## src/rtl/core/fpa_pkg.sv

```systemverilog
// Shared constants, codes and types of the Q24.8 fixed-point ALU.
`timescale 1ns / 1ps
package fpa_pkg;

    localparam int WORD_W    = 32;
    localparam int FRAC_BITS = 8;
    localparam int PROD_W    = 2 * WORD_W;
    localparam int NUM_W     = WORD_W + FRAC_BITS;   // scaled dividend width
    localparam int DIV_STEPS = NUM_W;                 // one quotient bit per stage
    localparam int MQ_DEPTH  = 2;
    localparam int MQ_PTR_W  = (MQ_DEPTH > 1) ? $clog2(MQ_DEPTH) : 1;
    localparam int MQ_CNT_W  = $clog2(MQ_DEPTH + 1);

    localparam logic [3:0] FN_ADD = 4'd0;
    localparam logic [3:0] FN_SUB = 4'd1;
    localparam logic [3:0] FN_MUL = 4'd2;
    localparam logic [3:0] FN_DIV = 4'd3;
    localparam logic [3:0] FN_MIN = 4'd4;
    localparam logic [3:0] FN_MAX = 4'd5;
    localparam logic [3:0] FN_I2F = 4'd6;
    localparam logic [3:0] FN_F2I = 4'd7;
    localparam logic [3:0] FN_INC = 4'd8;
    localparam logic [3:0] FN_DEC = 4'd9;

    typedef enum logic [1:0] {
        OP_PASS,
        OP_MUL,
        OP_DIV
    } op_t;

    typedef struct packed {
        op_t               op;
        logic [WORD_W-1:0] a;
        logic [WORD_W-1:0] b;
        logic [WORD_W-1:0] res;
        logic              lt;
        logic              eq;
        logic              gt;
    } entry_t;

    typedef struct packed {
        op_t                      op;
        logic [WORD_W-1:0]        res;
        logic signed [PROD_W-1:0] prod;
        logic [NUM_W-1:0]         num;
        logic [WORD_W-1:0]        den;
        logic [WORD_W-1:0]        rem;
        logic [WORD_W-1:0]        quo;
        logic                     neg;
        logic                     dz;
        logic                     lt;
        logic                     eq;
        logic                     gt;
    } stage_t;

endpackage

```

## src/rtl/core/fpa_front.sv

```systemverilog
// Front end: accepts items, decodes func, computes flags and the results of all ops but mul and div.
`timescale 1ns / 1ps
module fpa_front (
    input  logic                        push,
    output logic                        full,
    input  logic [3:0]                  func,
    input  logic signed [fpa_pkg::WORD_W-1:0] operand_a,
    input  logic signed [fpa_pkg::WORD_W-1:0] operand_b,
    input  logic                        q_full,
    output logic                        q_push,
    output fpa_pkg::entry_t             q_din
);
    import fpa_pkg::*;

    logic lt;
    logic gt;

    assign full   = q_full;
    assign q_push = push && !q_full;
    assign lt     = operand_a < operand_b;
    assign gt     = operand_a > operand_b;

    always_comb
    begin
        q_din.a   = operand_a;
        q_din.b   = operand_b;
        q_din.lt  = lt;
        q_din.eq  = operand_a == operand_b;
        q_din.gt  = gt;
        q_din.op  = OP_PASS;
        q_din.res = '0;
        case (func)
            FN_ADD: q_din.res = operand_a + operand_b;
            FN_SUB: q_din.res = operand_a - operand_b;
            FN_MUL: q_din.op  = OP_MUL;
            FN_DIV: q_din.op  = OP_DIV;
            FN_MIN: q_din.res = lt ? operand_a : operand_b;
            FN_MAX: q_din.res = gt ? operand_a : operand_b;
            FN_I2F: q_din.res = operand_a << FRAC_BITS;
            FN_F2I: q_din.res = operand_a >>> FRAC_BITS;
            FN_INC: q_din.res = operand_a + WORD_W'(1);
            FN_DEC: q_din.res = operand_a - WORD_W'(1);
            default: q_din.res = '0;
        endcase
    end
endmodule

```

## config.mk

```make
export PLATFORM = sky130hd
export DESIGN_NAME = fpa_front
export DESIGN_NICKNAME = d
export VERILOG_FILES = /design/src/rtl/core/fpa_pkg.sv /design/src/rtl/core/fpa_front.sv
export SDC_FILE = /design/constraint.sdc
export NUM_CORES = 1
export LEC_CHECK = 0
export BUFFER_PORTS_ARGS = -buffer_cell sky130_fd_sc_hd__buf_2
export CELL_PAD_IN_SITES_DETAIL_PLACEMENT = 1
export CELL_PAD_IN_SITES_GLOBAL_PLACEMENT = 2
export CORE_ASPECT_RATIO = 1.75
export CORE_MARGIN = 3
export CORE_UTILIZATION = 27
export DETAILED_ROUTE_END_ITERATION = 16
export PLACE_DENSITY_LB_ADDON = 0.1
export SKIP_LAST_GASP = 1
export SYNTH_ARGS = -nofsm -noshare
export SYNTH_HDL_FRONTEND = slang
export SYNTH_SLANG_ARGS = --single-unit
export TNS_END_PERCENT = 10
```

## constraint.sdc

```tcl
create_clock -name vclk -period 5.99
set_clock_uncertainty 0.2 [all_clocks]
set_input_delay 1.198 -clock vclk [all_inputs]
set_output_delay 1.198 -clock vclk [all_outputs]
set_load 0.005 [all_outputs]
```

==> flow_summary.ini <==
[outcome]
outcome = finished with violations
violations = setup timing

[routing]
dr.pass1.iters = 5
wl_per_cell_um = 25.8
drtIter0Drc = 579
vias = 9154
via_per_inst = 5.75
ant_nets = 0
drc_errors = 0
drt-total-wl_um = 41000

[critical_path]
arrival_ns = 5.11
path_cells = buf_6 > nor4_4 > nand3_2 > or3_4 > or4_4 > or3_4 > nor2_4 > xnor2_1 > a21oi_1 > ha_1 > and3_4 > a31o_4 > a21oi_2 > o21ai_1 > a31oi_2 > buf_4 > xnor2_2 > nand2_1 > o211ai_1 > buf_2
endpoint_kind = output port
worst-setup-path-type = input pin to output port
cp_data_required_time_ns = 4.59
crit_path_start_kind = input pin
max_stage_delay_ns = 0.46
cp_max_fo = 5
slowest_stage = or4_4
crit_top_cell = or3_4

[worst_hold_path]
timing.hold.worst.class = input pin to output port

[floorplan]
dieArea_sq_mm = 0.0260
rows = 74
core_sq_mm = 0.0235
dieWidth_um = 123
die_y_um = 211
ioPinCount = 173
initial_core_util_pct = 27.6

[sta]
fmax_mhz = 154
finalHoldViolations = 0
setup-tns-final_ns = -5.18
finalSetupViolCount = 18
slew_headroom_pct = 30.8
hold_ws_ns = 2.38
worst_slack_ns = -0.517
min_period_ns = 6.51
slew_violations = 0
rsz0062_at_grt = yes
worst_slew_pin_slew_ns = 1.03
finalCritPeriodShare_pct = 109

[cells_and_area]
postLayoutCoreUtil_pct = 39.2
drive_gt1_share_pct = 38.2
areaGrowthSynthToFinish_pct = 42.0
multi_input_area_sq_mm = 0.00581
fillers = 3121
fin_area_sq_mm = 0.00921
antenna_cells = 0
clkbuf_count = 0
seq_cells = 0
num-nets-final = 1426
regArea_sq_um = 0

[place]
dpl_cell_area_sq_mm = 0.00903
gp_congestion = 0.974
hpwl_um = 35500
numPortBuffers = 173

[logic_synthesis]
synth.net_count = 1109
syn_area_sq_mm = 0.00648
synth_cells = 973
ys_warn_count = 0
ys_seq_area_share_pct = 0
synth_area_per_cell_sq_um = 6.66
yosys.cell_types.count = 74

[global_routing]
grt_max_degree = 34
grt_util_met1_pct = 29.0
grt_pass1_wl_um = 59400
grtUsageMet2_pct = 59.8
grt_overflow = 0
track_usage_pct = 30.8
grt_pass1_vias = 9732
gr-usage-met3_pct = 2.44
antenna_found_initial = 0
busiest_layer = met2

[clocking]
cts-hold-fix-buffers = 0

[power_and_ir_drop]
ir_worst_vdd_mv = 0.0403
total_power_uw = 1150
leakage_uw = 0.00436
power.density_mw_per_mm2 = 125

[job]
maxCapViolCount = 0
area by class of cell:
| cell class | instances | area share [%] |
|---|---|---|
| multi-input combinational | 810 | 63.1 |
| timing repair buffer | 430 | 30.8 |
| inverter | 48 | 1.96 |
| tap | 304 | 4.13 |
cell families after synthesis:
logic type      count (synthesis)  synth area share, %
simple gates                  275                 21.5
compound gates                362                 36.6
xor+xnor                       79                 10.7
fa+ha+maj                      66                 13.0
buf+inv                       163                 13.7
mux                            28                 4.48
final timing paths:
path	from	to	slack [ns]	cells after the start
worst max-delay path	operand_b[5]	q_din[34]	-0.52	20
worst min-delay path	q_full	full	2.38	2
worst max-delay path, delay by kind of cell:
| family | cells | cell delay, ns |
|---|---|---|
| adder cells (fa/ha/maj) | 1 | 0.33 |
| AND/OR/NAND/NOR | 8 | 2.11 |
| XOR/XNOR | 2 | 0.21 |
| AO/OA/AOI/OAI | 6 | 0.82 |
| buffers and inverters | 3 | 0.41 |
Yosys cell counts (5+ instances only):
cell type  number  area, sq um
a211oi_1       11         82.6
a21o_1         24          180
a21oi_1       118          591
a221oi_1        7         61.3
a222oi_1       19          190
a22oi_1        10         75.1
a31oi_1        15         93.8
a41oi_1         5         43.8
and3_1          8         50.1
buf_4          71          533
clkbuf_1       39          146
ha_1           64          801
inv_1          48          180
mux2i_1        20          200
nand2_1        72          270
nand2b_1       10         62.6
nand3_1        21          105
nand4_1        10         62.6
nor2_1         79          297
nor2b_1         7         43.8
nor3_1         20          100
nor4_1          7         43.8
o211ai_1       15          113
o21a_1          7         52.6
o21ai_0        64          320
o21bai_1       11         82.6
o221ai_1       10         87.6
o31ai_1         7         52.6
or2_2           5         31.3
or3_1           6         37.5
xnor2_1        68          596
xor2_1         11         96.3
power breakdown:
part	internal, uW	switching (uW)	leakage [uW]
clock	0	0	0
sequential	0	0	0
combinational	512	641	0.00436
total	512	641	0.00436
metrics by stage:
| stage | worst slack [ns] | cells |
|---|---|---|
| CTS | -0.650 | 1592 |
| floorplan | -0.143 | 973 |
| global route | -0.721 | 1592 |
| finish | -0.517 | 1592 |
| detailed placement | -0.733 | 1590 |
| global placement | -0.667 | 1590 |
layout by cell type (no fill, tap or decap), types with 15 or more instances in the layout:
| cell | synthesis | layout |
|---|---|---|
| nand3_1 | 21 | 21 |
| buf_4 | 71 | 255 |
| o21ai_0 | 64 | 60 |
| ha_1 | 64 | 63 |
| mux2i_1 | 20 | 19 |
| o211ai_1 | 15 | 15 |
| buf_2 | 4 | 171 |
| nor2_1 | 79 | 75 |
| a21o_1 | 24 | 24 |
| inv_1 | 48 | 48 |
| a21oi_1 | 118 | 111 |
| nand2_1 | 72 | 72 |
| xnor2_1 | 68 | 66 |
| a222oi_1 | 19 | 19 |
metal layers:
| metal | part of all wire, % | wire length (um) |
|---|---|---|
| met1 | 32 | 13100 |
| met4 | 10 | 4080 |
| met5 | 0 | 0 |
| met3 | 4.7 | 1940 |
| met2 | 53 | 21900 |
what timing repair did:
action | 4_1_cts | 5_1_grt
buffers inserted | 2 | 0
gates cloned | 0 | 0
resized for setup | 17 | 19
endpoints found under the setup margin | 18 | 29
pin swaps | 14 | 13
No activity file was read; power rests on OpenSTA's default activity.
