File: src/rtl/core/fpa_pkg.sv
// Shared constants, codes and types of the Q24.8 fixed-point ALU.
`timescale 1ns / 1ps
package fpa_pkg;

    localparam int WORD_W    = 32;
    localparam int FRAC_BITS = 8;
    localparam int PROD_W    = 2 * WORD_W;
    localparam int NUM_W     = WORD_W + FRAC_BITS;   // scaled dividend width
    localparam int DIV_STEPS = NUM_W;                 // one quotient bit per stage
    localparam int MQ_DEPTH  = 2;
    localparam int MQ_PTR_W  = (MQ_DEPTH > 1) ? $clog2(MQ_DEPTH) : 1;
    localparam int MQ_CNT_W  = $clog2(MQ_DEPTH + 1);

    localparam logic [3:0] FN_ADD = 4'd0;
    localparam logic [3:0] FN_SUB = 4'd1;
    localparam logic [3:0] FN_MUL = 4'd2;
    localparam logic [3:0] FN_DIV = 4'd3;
    localparam logic [3:0] FN_MIN = 4'd4;
    localparam logic [3:0] FN_MAX = 4'd5;
    localparam logic [3:0] FN_I2F = 4'd6;
    localparam logic [3:0] FN_F2I = 4'd7;
    localparam logic [3:0] FN_INC = 4'd8;
    localparam logic [3:0] FN_DEC = 4'd9;

    typedef enum logic [1:0] {
        OP_PASS,
        OP_MUL,
        OP_DIV
    } op_t;

    typedef struct packed {
        op_t               op;
        logic [WORD_W-1:0] a;
        logic [WORD_W-1:0] b;
        logic [WORD_W-1:0] res;
        logic              lt;
        logic              eq;
        logic              gt;
    } entry_t;

    typedef struct packed {
        op_t                      op;
        logic [WORD_W-1:0]        res;
        logic signed [PROD_W-1:0] prod;
        logic [NUM_W-1:0]         num;
        logic [WORD_W-1:0]        den;
        logic [WORD_W-1:0]        rem;
        logic [WORD_W-1:0]        quo;
        logic                     neg;
        logic                     dz;
        logic                     lt;
        logic                     eq;
        logic                     gt;
    } stage_t;

endpackage

File: src/rtl/core/fpa_queue.sv
// Short register queue between front and back.
`timescale 1ns / 1ps
module fpa_queue (
    input  logic            clk,
    input  logic            rst_n,
    input  logic            push,
    input  fpa_pkg::entry_t din,
    output logic            full,
    input  logic            pop,
    output fpa_pkg::entry_t dout,
    output logic            empty
);
    import fpa_pkg::*;

    entry_t              mem_reg [0:MQ_DEPTH-1];
    logic [MQ_PTR_W-1:0] wr_ptr_reg, wr_ptr_next;
    logic [MQ_PTR_W-1:0] rd_ptr_reg, rd_ptr_next;
    logic [MQ_CNT_W-1:0] count_reg, count_next;

    assign full  = count_reg == MQ_CNT_W'(MQ_DEPTH);
    assign empty = count_reg == '0;
    assign dout  = mem_reg[rd_ptr_reg];

    always_comb
    begin
        wr_ptr_next = wr_ptr_reg;
        rd_ptr_next = rd_ptr_reg;
        count_next  = count_reg;
        if (push)
            wr_ptr_next = (wr_ptr_reg == MQ_PTR_W'(MQ_DEPTH - 1)) ? '0 : wr_ptr_reg + 1'b1;
        if (pop)
            rd_ptr_next = (rd_ptr_reg == MQ_PTR_W'(MQ_DEPTH - 1)) ? '0 : rd_ptr_reg + 1'b1;
        if (push && !pop)
            count_next = count_reg + 1'b1;
        else if (pop && !push)
            count_next = count_reg - 1'b1;
    end

    always_ff @(posedge clk or negedge rst_n)
    begin
        if (!rst_n)
        begin
            wr_ptr_reg <= '0;
            rd_ptr_reg <= '0;
            count_reg  <= '0;
        end
        else
        begin
            wr_ptr_reg <= wr_ptr_next;
            rd_ptr_reg <= rd_ptr_next;
            count_reg  <= count_next;
        end
    end

    always_ff @(posedge clk)
    begin
        if (push)
            mem_reg[wr_ptr_reg] <= din;
    end
endmodule

File: config.mk
export PLATFORM = sky130hd
export DESIGN_NAME = fpa_queue
export DESIGN_NICKNAME = d
export VERILOG_FILES = /design/src/rtl/core/fpa_pkg.sv /design/src/rtl/core/fpa_queue.sv
export SDC_FILE = /design/constraint.sdc
export NUM_CORES = 1
export LEC_CHECK = 0
export BUFFER_PORTS_ARGS = -buffer_cell sky130_fd_sc_hd__buf_2
export CORE_UTILIZATION = 52
export DETAILED_ROUTE_END_ITERATION = 7
export GPL_TIMING_DRIVEN = 1
export PLACE_DENSITY = 0.79
export SLEW_MARGIN = 5
export SYNTH_ARGS = -nofsm -noshare
export SYNTH_HDL_FRONTEND = slang
export SYNTH_SLANG_ARGS = --single-unit
File: constraint.sdc
create_clock -name clk -period 6.5 [get_ports clk]
set_clock_uncertainty 0.05 [all_clocks]
set_input_delay 0.325 -clock clk [delete_from_list [all_inputs] [get_ports clk]]
set_output_delay 0.325 -clock clk [all_outputs]
set_load 0.005 [all_outputs]
==> key figures <==
Outcome
  • Outcome: complete, no violations

STA
  • Final Max Tran Viols: 0
  • Final setup fails: 0
  • Minimum clock period: roughly 3.4 ns
  • Tightest Pin Transition: 1.17 ns
  • Setup tns final: 0 ns
  • Fin. Hold Viols: 0
  • Slew headroom: 22.1%
  • Final worst path period share: 51.9%
  • FMAX: 297 MHz
  • RSZ-0062 raised after global routing: false

Global route
  • Total gr overflow: 0
  • Vias in the first global route: 4482
  • Pin count of the biggest net entering global routing: 68
  • Initial antenna violation count: 1
  • GRT Total Usage: 19.0%
  • First-pass GRT wire length: 23.2 mm

Clocking
  • Worst skew pair latency: 0.47 ns
  • CTS tree: done
  • Cts repair resizes: 0
  • Cts bufs inserted: 21
  • Post-CTS Hold Fix Bufs: approximately 100
  • Root Buffer: clkbuf_16
  • H-tree Lvls: 1
  • Clock Pin Slew Worst Setup and Hold Paths: 0.06 ns
  • Clk sinks: between 200 and 250
  • Setup Fix Bufs, Post-CTS: 0
  • CTS max path bufs: 3

Detailed routing
  • DR pass1 iterations: 4
  • Initial DRC count: about 220
  • Post-route ant nets: 0
  • Vias post-DR: 4175
  • Drt drc: 0
  • Wirelength per Cell: 17.3 um
  • Post-Route WL: around 15 mm
  • Via/cell ratio: 4.92

Critical path
  • Crit-path cells: buf_4 -> mux2_2 -> buf_2
  • Crit Path Category: reg -> out
  • CP Launch Type: flip-flop
  • Worst Setup End Kind: output pin
  • WP data required: 6.12 ns
  • Max FO, Critical Path: 67
  • Crit path DAT: around 3 ns
  • CP max-delay cell: dfrtp_4
  • Max stage delay on crit path: 1.17 ns

Floorplan
  • Core Area: 0.0146 mm^2
  • DIE HEIGHT: 124 um
  • Number of core rows: 44
  • Die W: 124 um
  • DIE AREA: 0.0155 mm^2
  • # IOs: roughly 210
  • Starting density of the core: 53.4%

Power
  • Sw Share: 25.5%
  • Reg power frac: between 40% and 50%
  • Logic pwr share: 26.9%
  • Power Dens Cells: around 400 mW/mm^2
  • Worst VDD drop: 0.297 mV
  • Clock group share of total power: 27.4%
  • Leak pwr: 4.30 nW
  • Switching power: 1.08 mW
  • Int Pwr: between 3 and 4 mW

Placement
  • Placed inst area: 0.00899 mm^2
  • GP Congestion: 0.679
  • Port buffer count: 207
  • Hpwl dp: 8.37 mm

Finish
  • Final core area utilization: 73.1%
  • Area of the multi-input gates: 0.00153 mm^2
  • Area growth syn-to-layout: 36.7%
  • FF+latch area: 0.00617 mm^2
  • Most common cell after layout, fill and taps aside: buf_2
  • Post-route cell area: 0.0107 mm^2
  • Fillers: 860
  • Number of flip-flops in the largest register: roughly 200
  • Most frequent cells in the layout: 207 x buf_2, 202 x edfxtp_1, 101 x dlygate4sd3_1
  • Nets@finish: between 700 and 800
  • Share of cells above drive strength 1: 51.1%

Synthesis
  • Number of synthesized register bits: 206
  • Syn Nets: 436
  • Sequential share of the synthesized area: 79.1%
  • Syn Std Cell Area: 0.00780 mm^2
  • Synth Instances: 330
  • Yosys warns: 0
  • Yosys cell types: 14
  • Syn_area_per_cell: approximately 24 um^2

Min path
  • Worst hold path class: in -> reg

Run
  • Total of max-cap violations: 0
-- area by class of cell --
type / instances / area share (%)
Clock buffer: 26 / 5.11
Sequential cell: 206 / 57.9
Clock inverter: 8 / 1.03
Tap cell: 184 / 2.16
Inverter: 1 / 0.0352
Timing Repair Buffer: 311 / 19.4
Multi-Input combinational cell: 112 / 14.4
Antenna cell: 1 / 0.0235
-- cell usage after synthesis --
cell | number | area, um^2
edfxtp_1 | 202 | 6070
mux2_4 | 80 | 1200
mux2_2 | 21 | 236
buf_6 | 8 | 90.1
dfrtp_1 | 4 | 100
xor2_1 | 4 | 35.0
buf_2 | 2 | 10.0
nor2_1 | 2 | 7.51
nor2b_1 | 2 | 12.5
and2_1 | 1 | 6.26
buf_4 | 1 | 7.51
ha_1 | 1 | 12.5
inv_1 | 1 | 3.75
xnor2_1 | 1 | 8.76
-- critical path, delay by kind of cell, from the launching register on --
kind	cells	cell delay, ns
flops	1	1.17
mux	1	0.43
buf+inv	2	0.82
-- power groups by stage --
stage,combinational (mW),sequential (mW),clock (mW)
2_1_floorplan,0.815,1.87,0
3_3_place_gp,1.08,1.95,0
3_5_place_dp,1.09,1.97,0
4_1_cts,1.15,1.94,1.18
5_1_grt,1.22,1.97,1.23
6_report,1.14,1.94,1.16
-- through the flow --
step / worst slack, ns / hold WS, ns / total power [mW] / std cells
2_1_floorplan: 1.00 / -0.0206 / 2.69 / 330
3_3_place_gp: 3.66 / 0.0841 / 3.03 / 713
3_5_place_dp: 3.63 / 0.0862 / 3.06 / 713
4_1_cts: 3.12 / 0.00256 / 4.27 / 848
5_1_grt: 3.02 / 0.00849 / 4.41 / 849
6_report: 3.13 / 0.0236 / 4.24 / 849
-- kinds of logic after synthesis --
kind of cell	after synthesis	synth area share (%)
flops	206	79.1
simple gates	5	0.337
xor+xnor	5	0.562
mux	101	18.4
buf+inv	12	1.43
fa+ha+maj	1	0.160
-- layer usage --
layer  GRT usage [%]  part of all wire, %
met4            5.74                  2.4
met5               0                    0
met2            32.7                   50
met3            4.47                  6.5
met1            23.8                   41
-- path summary, 6_finish.rpt --
check | startpoint | end | slack (ns) | depth (start not counted)
worst min-delay path | din[92] | mem_reg[1][92]$_DFFE_PP_ | 0.02 | 1
max in group asynchronous | rst_n | rd_ptr_reg$_DFFE_PN0P_ | 6.13 | 2
worst max-delay path | rd_ptr_reg$_DFFE_PN0P_ | dout[80] | 3.13 | 3
worst min register to register | count_reg[1]$_DFFE_PN0P_ | count_reg[1]$_DFFE_PN0P_ | 0.46 | 1
worst max register to register | wr_ptr_reg$_DFFE_PN0P_ | mem_reg[0][16]$_DFFE_PP_ | 3.88 | 2
min in group asynchronous | rst_n | wr_ptr_reg$_DFFE_PN0P_ | 0.14 | 2
(Power assumes the default switching activity.)
